### config.mk
export PLATFORM = sky130hd
export DESIGN_NAME = fan_puff_and_flap_driver_core
export DESIGN_NICKNAME = d
export VERILOG_FILES = /design/src/rtl/fpfd_pkg.sv /design/src/rtl/fpfd_ctrl.sv /design/src/rtl/fpfd_dp.sv /design/src/rtl/fan_puff_and_flap_driver_core.sv
export SDC_FILE = /design/constraint.sdc
export NUM_CORES = 2
export LEC_CHECK = 0
export BUFFER_PORTS_ARGS = -buffer_cell sky130_fd_sc_hd__buf_2
export CAP_MARGIN = 20
export CORE_MARGIN = 5
export CORE_UTILIZATION = 45
export CTS_CLUSTER_DIAMETER = 150
export DETAILED_ROUTE_END_ITERATION = 8
export GPL_TIMING_DRIVEN = 0
export PLACE_DENSITY = 0.69
export SETUP_SLACK_MARGIN = 0.3
export SLEW_MARGIN = 10
export SYNTH_ARGS = -nofsm -noshare
export SYNTH_HDL_FRONTEND = slang
export SYNTH_HIERARCHICAL = 1
export SYNTH_SLANG_ARGS = --single-unit
### constraint.sdc
create_clock -name clk -period 6.97 [get_ports clk]
set_input_delay 1.394 -clock clk [delete_from_list [all_inputs] [get_ports clk]]
set_output_delay 1.394 -clock clk [all_outputs]
set_load 0.03 [all_outputs]
### src/rtl/fpfd_pkg.sv
`timescale 1ns / 1ps

package fpfd_pkg;

    localparam int DemandW  = 9;
    localparam int TimeW    = 32;
    localparam int PctW     = 7;
    localparam int MsW      = 22;
    localparam int DutyW    = 10;
    localparam int PhaseW   = 2;
    localparam int CfgIdxW  = 2;
    localparam int InDataW  = 48;
    localparam int OutDataW = 24;

    localparam logic [PhaseW-1:0] PhaseIdle = 2'd0;
    localparam logic [PhaseW-1:0] PhasePuff = 2'd1;
    localparam logic [PhaseW-1:0] PhaseRest = 2'd2;

    localparam logic [CfgIdxW-1:0] CfgMaxFan = 2'd0;
    localparam logic [CfgIdxW-1:0] CfgPuff   = 2'd1;
    localparam logic [CfgIdxW-1:0] CfgRest   = 2'd2;

    localparam logic [DutyW-1:0] FanOff = 10'd1023;

    localparam logic [PctW-1:0] MaxFanReset = 7'd100;
    localparam logic [MsW-1:0]  PuffReset   = 22'd6000;
    localparam logic [MsW-1:0]  RestReset   = 22'd20000;

    // floor(x/100) = (x * Recip100) >> 24 for x below 2^17
    localparam logic [63:0] Recip100Full = ((64'd1 << 24) + 64'd99) / 64'd100;
    localparam logic [17:0] Recip100     = Recip100Full[17:0];
    localparam int          Recip100Sh   = 24;

    // floor(p*340659/1e6) = (p * FlapMul) >> 31 for p below 2^11
    localparam logic [63:0] FlapMulFull =
        (64'd340659 * (64'd1 << 31) + 64'd999999) / 64'd1000000;
    localparam logic [29:0] FlapMul   = FlapMulFull[29:0];
    localparam int          FlapMulSh = 31;

    typedef struct packed {
        logic load;
        logic step2;
        logic step3;
        logic commit;
    } cmd_t;

endpackage

### src/rtl/fpfd_ctrl.sv
`timescale 1ns / 1ps

module fpfd_ctrl (
    input  logic             clk,
    input  logic             rst_n,
    input  logic             s_tvalid,
    output logic             s_tready,
    output logic             m_tvalid,
    input  logic             m_tready,
    output fpfd_pkg::cmd_t   cmd
);

    localparam logic [1:0] StIdle   = 2'd0;
    localparam logic [1:0] StMul    = 2'd1;
    localparam logic [1:0] StProd   = 2'd2;
    localparam logic [1:0] StCommit = 2'd3;

    logic [1:0] state_reg;
    logic [1:0] state_next;
    logic       out_valid_reg;
    logic       out_valid_next;

    always_comb
    begin
        cmd        = '0;
        state_next = state_reg;
        unique case (state_reg)
            StIdle:
            begin
                if (s_tvalid)
                begin
                    cmd.load   = 1'b1;
                    state_next = StMul;
                end
            end
            StMul:
            begin
                cmd.step2  = 1'b1;
                state_next = StProd;
            end
            StProd:
            begin
                cmd.step3  = 1'b1;
                state_next = StCommit;
            end
            StCommit:
            begin
                // hold until the output register is free
                if (!out_valid_reg || m_tready)
                begin
                    cmd.commit = 1'b1;
                    state_next = StIdle;
                end
            end
            default:
            begin
                state_next = StIdle;
            end
        endcase
    end

    assign out_valid_next = cmd.commit | (out_valid_reg & ~m_tready);
    assign s_tready       = (state_reg == StIdle);
    assign m_tvalid       = out_valid_reg;

    always_ff @(posedge clk or negedge rst_n)
    begin
        if (!rst_n)
        begin
            state_reg     <= StIdle;
            out_valid_reg <= 1'b0;
        end
        else
        begin
            state_reg     <= state_next;
            out_valid_reg <= out_valid_next;
        end
    end

endmodule

### src/rtl/fpfd_dp.sv
`timescale 1ns / 1ps

module fpfd_dp (
    input  logic                            clk,
    input  logic                            rst_n,
    input  fpfd_pkg::cmd_t                  cmd,
    input  logic                            cfg_we,
    input  logic [fpfd_pkg::CfgIdxW-1:0]    cfg_index,
    input  logic [fpfd_pkg::MsW-1:0]        cfg_data,
    input  logic [fpfd_pkg::InDataW-1:0]    in_data,
    output logic [fpfd_pkg::OutDataW-1:0]   out_data
);

    logic [fpfd_pkg::PctW-1:0]   max_pct_reg;
    logic [fpfd_pkg::MsW-1:0]    puff_ms_reg;
    logic [fpfd_pkg::MsW-1:0]    rest_ms_reg;

    logic [fpfd_pkg::PhaseW-1:0] phase_reg;
    logic [fpfd_pkg::PhaseW-1:0] phase_next;
    logic [fpfd_pkg::TimeW-1:0]  cycle_start_reg;
    logic [fpfd_pkg::TimeW-1:0]  cycle_start_next;
    logic [fpfd_pkg::DutyW-1:0]  fan_level_reg;
    logic [fpfd_pkg::DutyW-1:0]  fan_level_next;

    logic [fpfd_pkg::DemandW-1:0] demand_reg;
    logic [fpfd_pkg::TimeW-1:0]   now_reg;
    logic [fpfd_pkg::TimeW-1:0]   elapsed_reg;
    logic [fpfd_pkg::MsW:0]       total_reg;
    logic                         ge_puff_reg;
    logic                         ge_total_reg;
    logic [16:0]                  pct_x_reg;
    logic [10:0]                  pulse_reg;
    logic [15:0]                  num_reg;
    logic [fpfd_pkg::DutyW-1:0]   m_reg;
    logic [fpfd_pkg::DutyW-1:0]   flap_reg;
    logic [25:0]                  prod_reg;

    logic [fpfd_pkg::DutyW-1:0]   fan_out_reg;
    logic [fpfd_pkg::DutyW-1:0]   flap_out_reg;
    logic [fpfd_pkg::PhaseW-1:0]  phase_out_reg;

    logic [fpfd_pkg::DemandW-1:0] demand_in;
    logic [fpfd_pkg::TimeW-1:0]   now_in;
    logic [fpfd_pkg::PctW-1:0]    pct;
    logic [fpfd_pkg::DemandW-1:0] clip;
    logic [17:0]                  clip_scaled;
    logic [fpfd_pkg::DemandW-1:0] demand_ofs;
    logic [34:0]                  m_prod;
    logic [40:0]                  flap_prod;
    logic [17:0]                  speed_in;
    logic [35:0]                  speed_prod;
    logic [fpfd_pkg::DutyW-1:0]   speed_raw;
    logic [fpfd_pkg::DutyW-1:0]   speed;
    logic                         demand_hi;
    logic                         demand_lo;

    assign demand_in = in_data[fpfd_pkg::DemandW-1:0];
    assign now_in    = in_data[fpfd_pkg::DemandW +: fpfd_pkg::TimeW];

    assign pct  = (max_pct_reg > 7'd100) ? 7'd100 : max_pct_reg;
    assign clip = (demand_in > 9'd256) ? 9'd256 : demand_in;
    assign clip_scaled = 18'(clip) * 18'd715 + 18'd255;
    assign demand_ofs  = demand_in - 9'd255;

    assign m_prod    = 35'(pct_x_reg) * 35'(fpfd_pkg::Recip100);
    assign flap_prod = 41'(pulse_reg) * 41'(fpfd_pkg::FlapMul);

    assign speed_in   = prod_reg[25:8];
    assign speed_prod = 36'(speed_in) * 36'(fpfd_pkg::Recip100);
    assign speed_raw  = speed_prod[fpfd_pkg::Recip100Sh +: fpfd_pkg::DutyW];
    assign speed      = (speed_raw > m_reg) ? m_reg : speed_raw;

    assign demand_hi = (demand_reg > 9'd255);
    assign demand_lo = (demand_reg < 9'd255);

    always_comb
    begin
        phase_next       = phase_reg;
        cycle_start_next = cycle_start_reg;
        fan_level_next   = fan_level_reg;
        unique case (phase_reg)
            fpfd_pkg::PhasePuff:
            begin
                if (ge_puff_reg)
                begin
                    phase_next     = fpfd_pkg::PhaseRest;
                    fan_level_next = fpfd_pkg::FanOff;
                end
            end
            fpfd_pkg::PhaseRest:
            begin
                if (ge_total_reg)
                begin
                    phase_next = fpfd_pkg::PhaseIdle;
                end
            end
            default:
            begin
                phase_next = fpfd_pkg::PhaseIdle;
                if (demand_hi)
                begin
                    phase_next       = fpfd_pkg::PhasePuff;
                    cycle_start_next = now_reg;
                    fan_level_next   = fpfd_pkg::FanOff - speed;
                end
            end
        endcase
        // abort on low demand
        if (demand_lo && (phase_next != fpfd_pkg::PhaseIdle))
        begin
            phase_next     = fpfd_pkg::PhaseIdle;
            fan_level_next = fpfd_pkg::FanOff;
        end
    end

    always_ff @(posedge clk or negedge rst_n)
    begin
        if (!rst_n)
        begin
            max_pct_reg     <= fpfd_pkg::MaxFanReset;
            puff_ms_reg     <= fpfd_pkg::PuffReset;
            rest_ms_reg     <= fpfd_pkg::RestReset;
            phase_reg       <= fpfd_pkg::PhaseIdle;
            cycle_start_reg <= '0;
            fan_level_reg   <= fpfd_pkg::FanOff;
        end
        else
        begin
            if (cfg_we)
            begin
                unique case (cfg_index)
                    fpfd_pkg::CfgMaxFan: max_pct_reg <= cfg_data[fpfd_pkg::PctW-1:0];
                    fpfd_pkg::CfgPuff:   puff_ms_reg <= cfg_data;
                    fpfd_pkg::CfgRest:   rest_ms_reg <= cfg_data;
                    default:
                    begin
                    end
                endcase
            end
            if (cmd.commit)
            begin
                phase_reg       <= phase_next;
                cycle_start_reg <= cycle_start_next;
                fan_level_reg   <= fan_level_next;
            end
        end
    end

    always_ff @(posedge clk)
    begin
        if (cmd.load)
        begin
            demand_reg  <= demand_in;
            now_reg     <= now_in;
            elapsed_reg <= now_in - cycle_start_reg;
            total_reg   <= {1'b0, puff_ms_reg} + {1'b0, rest_ms_reg};
            pct_x_reg   <= 17'(pct) * 17'd1023;
            pulse_reg   <= 11'd2015 - 11'(clip_scaled[17:8]);
            num_reg     <= 16'd3840 + 16'(demand_ofs) * 16'd85;
        end
        if (cmd.step2)
        begin
            ge_puff_reg  <= (elapsed_reg >= 32'(puff_ms_reg));
            ge_total_reg <= (elapsed_reg >= 32'(total_reg));
            m_reg        <= m_prod[fpfd_pkg::Recip100Sh +: fpfd_pkg::DutyW];
            flap_reg     <= flap_prod[fpfd_pkg::FlapMulSh +: fpfd_pkg::DutyW];
        end
        if (cmd.step3)
        begin
            prod_reg <= 26'(m_reg) * 26'(num_reg);
        end
        if (cmd.commit)
        begin
            fan_out_reg   <= fan_level_next;
            flap_out_reg  <= flap_reg;
            phase_out_reg <= phase_next;
        end
    end

    assign out_data = {2'b00, phase_out_reg, flap_out_reg, fan_out_reg};

endmodule

### src/rtl/fan_puff_and_flap_driver_core.sv
`timescale 1ns / 1ps
// channel   | direction | handshake          | payload
// s_*       | in        | s_tvalid/s_tready  | s_tdata: demand[8:0], now_ms[40:9]
// m_*       | out       | m_tvalid/m_tready  | m_tdata: fan_duty, flap_duty, fan_phase
// cfg_*     | in        | cfg_we             | cfg_index, cfg_data
//
// One transaction in gives one transaction out; each item passes through the
// chain of load, two multiply steps and the state commit.
// s_tready is high only while the sequencer is idle.
// The output register lets the next input be taken while a result waits.
// A stalled output holds the commit step until m_tready frees the register.
// rst_n clears the fan state to idle, fan off, and loads register defaults.

module fan_puff_and_flap_driver_core (
    input  logic                            clk,
    input  logic                            rst_n,
    input  logic                            s_tvalid,
    output logic                            s_tready,
    // [8:0] demand, [40:9] now_ms, [47:41] zero
    input  logic [fpfd_pkg::InDataW-1:0]    s_tdata,
    output logic                            m_tvalid,
    input  logic                            m_tready,
    // [9:0] fan_duty, [19:10] flap_duty, [21:20] fan_phase, [23:22] zero
    output logic [fpfd_pkg::OutDataW-1:0]   m_tdata,
    input  logic                            cfg_we,
    input  logic [fpfd_pkg::CfgIdxW-1:0]    cfg_index,
    input  logic [fpfd_pkg::MsW-1:0]        cfg_data
);

    fpfd_pkg::cmd_t cmd;

    fpfd_ctrl u_ctrl (
        .clk      (clk),
        .rst_n    (rst_n),
        .s_tvalid (s_tvalid),
        .s_tready (s_tready),
        .m_tvalid (m_tvalid),
        .m_tready (m_tready),
        .cmd      (cmd)
    );

    fpfd_dp u_dp (
        .clk       (clk),
        .rst_n     (rst_n),
        .cmd       (cmd),
        .cfg_we    (cfg_we),
        .cfg_index (cfg_index),
        .cfg_data  (cfg_data),
        .in_data   (s_tdata),
        .out_data  (m_tdata)
    );

endmodule

==> impl_metrics.env <==
export IMPL_core_area_um2=85000
export IMPL_period_minus_slack_ns=7.44
export IMPL_finalSetupTns_ns=-6.85
export IMPL_synth_cell_type_count=79
export IMPL_ys_seq_area_share_pct=22.2
export IMPL_io_buffer_count=93
export IMPL_synth_xor_area_share_pct=3.28
export IMPL_cpMostUsedCell="fa_1"
export IMPL_syn_area_um2=38400
export IMPL_finalHoldViolations=0
export IMPL_fin_crit_sh_pct=107
export IMPL_cpPeakStageDelay_ns=0.53
export IMPL_start_kind="flop"
export IMPL_antenna_found_initial=12
export IMPL_setup_viol=20
export IMPL_wirelength_um=82100
export IMPL_synth_cells=3551
export IMPL_final_cell_mix="inv_1, ha_1, fa_1"
export IMPL_slew_headroom_pct=32.3
export IMPL_vias=25400
export IMPL_worstSetupPathType="flop to flop"
export IMPL_skew_ns=0.0266
export IMPL_syn2layout_area_growth_pct=12.8
export IMPL_dieHeight_um=302
export IMPL_setup_slack_ns=-0.474
export IMPL_synthArstFlopShare_pct=32.7
export IMPL_clockBufferDepth=3
export IMPL_root_buffer="clkbuf_16"
export IMPL_rsz0062_at_grt="yes"
export IMPL_maxCapViolCount=0
export IMPL_firstDrtPassIters=5
export IMPL_synth_mux_area_share_pct=2.75
export IMPL_synthSimpleGateAreaFrac_pct=6.72
export IMPL_htreeDepth=2
export IMPL_ys_ff_latch=300
export IMPL_tightest_slew_ns=1.01
export IMPL_drive_gt1_share_pct=13.5
export IMPL_numCtsBuffers=36
export IMPL_dieArea_um2=91400
export IMPL_grt_max_degree=63
export IMPL_final_common_cell="inv_1"
export IMPL_synth_yosys_warnings=6
export IMPL_routabilityCongestion=0.916
export IMPL_first_iter_violations=1226
export IMPL_grt_pass1_vias=27100
export IMPL_place_ws_ns=-1.03
export IMPL_clock_sinks=300
export IMPL_critPathRequiredTime_ns=7.31
export IMPL_cts_clk_slew_worst_paths_ns=0.05
export IMPL_synthFlopType="edfxtp_1"
export IMPL_synth_edf_count=202
export IMPL_cts_tree="done"
export IMPL_overflow=0
export IMPL_yosys_area_share_adder_pct=49.3
export IMPL_outcome="finished, violations left"
export IMPL_min_path_type="flop to flop"
export IMPL_dp_hpwl_um=67200
export IMPL_syn_area_per_cell_um2=10.8
export IMPL_violations="negative setup slack"
export IMPL_maxSlewViolCount=0
export IMPL_clkLatencyLatePin_ns=0.56
export IMPL_fin_nets=5083
export IMPL_start_util_pct=45.2
export IMPL_synth_top_family_by_area="adder cells"
export IMPL_ant_nets=0
export IMPL_cp_end_kind="flop"
export IMPL_route_detailed_vias_per_inst=5.10
export IMPL_cp_max_fo=5
export IMPL_pin_count=103
export IMPL_wl_per_cell_um=16.5
export IMPL_fp_row_count=107
export IMPL_slowest_stage="fa_1"
export IMPL_worst_ep_arrival_time_ns=7.78
export IMPL_synth_compound_area_share_pct=7.39
export IMPL_grt_use_total_pct=18.3
export IMPL_drcViolationCount=0
export IMPL_cts_hold_fix_buffers=0
export IMPL_max_clock_freq_ghz=0.134
export IMPL_die_x_um=302
export IMPL_grt_pass1_wl_um=136000
## cell usage after synthesis (30+ instances only)
master	instances	share of area (%)
nand3_1	30	0.39
dfrtp_1	73	4.8
a21o_1	88	1.7
xnor2_1	98	2.2
nor2_1	105	1.0
ha_1	700	23
inv_1	797	7.8
fa_1	509	27
mux2_2	88	2.6
clkbuf_1	44	0.43
nand2_1	150	1.5
edfxtp_1	202	16
o21ai_0	77	1.0
nor3_1	33	0.43
a21oi_1	112	1.5
xor2_1	46	1.0
and2_1	83	1.4
## cell type report
type,instances,area [µm²]
repair buffers,204,1480
plain buffers,52,204
flip-flops and latches,300,8550
clock inverters,14,160
well taps,1144,1430
multi-input cells,2406,27500
inverters,797,3000
clock buffers,52,1040
fillers,7442,41600
diodes,6,15.0
## path summary, 6_finish.rpt
check                                       start                        to  slack (ns)  depth (start not counted)
worst max-delay path            u_dp/prod_reg[15]       u_dp/fan_out_reg[8]       -0.47                         30
worst min-delay path             u_dp/flap_reg[8]      u_dp/flap_out_reg[8]        0.42                          0
worst max register to register  u_dp/prod_reg[15]       u_dp/fan_out_reg[8]       -0.47                         30
worst min register to register   u_dp/flap_reg[8]      u_dp/flap_out_reg[8]        0.42                          0
max in group asynchronous                   rst_n     u_dp/fan_level_reg[3]        5.46                          2
min in group asynchronous                   rst_n  u_dp/cycle_start_reg[26]        0.77                          1
## through the flow
| stage | utilization, % | hold WS (ns) | area, µm² | cells |
|---|---|---|---|---|
| 5_1_grt | 51.0 | 0.430 | 43400 | 4971 |
| 2_1_floorplan | - | 0.400 | 38700 | 3554 |
| 3_5_place_dp | 47.9 | 0.409 | 40700 | 4795 |
| 3_3_place_gp | 47.8 | 0.406 | 40600 | 4791 |
| 6_report | 51.0 | 0.419 | 43400 | 4975 |
| 4_1_cts | 50.2 | 0.422 | 42700 | 4930 |
## repair_timing
| action | 4_1_cts | 5_1_grt |
|---|---|---|
| gates resized for setup | 52 | 82 |
| pin swaps | 53 | 55 |
| setup endpoints to repair | 25 | 27 |
| gates cloned | 1 | 0 |
| buffers inserted | 68 | 37 |
## cells by family (layout without fill, tap and decap cells)
family,Yosys count,in the layout
AO/OA/AOI/OAI,432,432
other,1,10
buffers and inverters,849,1119
AND/OR/NAND/NOR,521,522
multiplexers,94,94
adder cells (fa/ha/maj),1210,1210
XOR/XNOR,144,144
flip-flops,300,300
## worst max-delay path: cells and delay by family, from the launching register on
family,cells,cell delay [ns]
xor gates and xnor gates,1,0.21
muxes,1,0.33
and+or+nand+nor,5,0.78
adders and majority gates,8,3.17
AOI/OAI and AO/OA,9,1.68
DFF,1,0.51
buffers and inverters,6,0.54
## routing by layer
layer / track usage, % / up-vias / share of wire (%)
met4: 4.32 / 8 / 2.6
li1: - / 12100 / -
met5: 0 / - / 0.067
met3: 2.76 / 167 / 5.1
met2: 31.8 / 577 / 49
met1: 24.1 / 12500 / 43
Power is not shown: default switching activity piles up to over one toggle a cycle in this logic, so the estimate is an artifact.
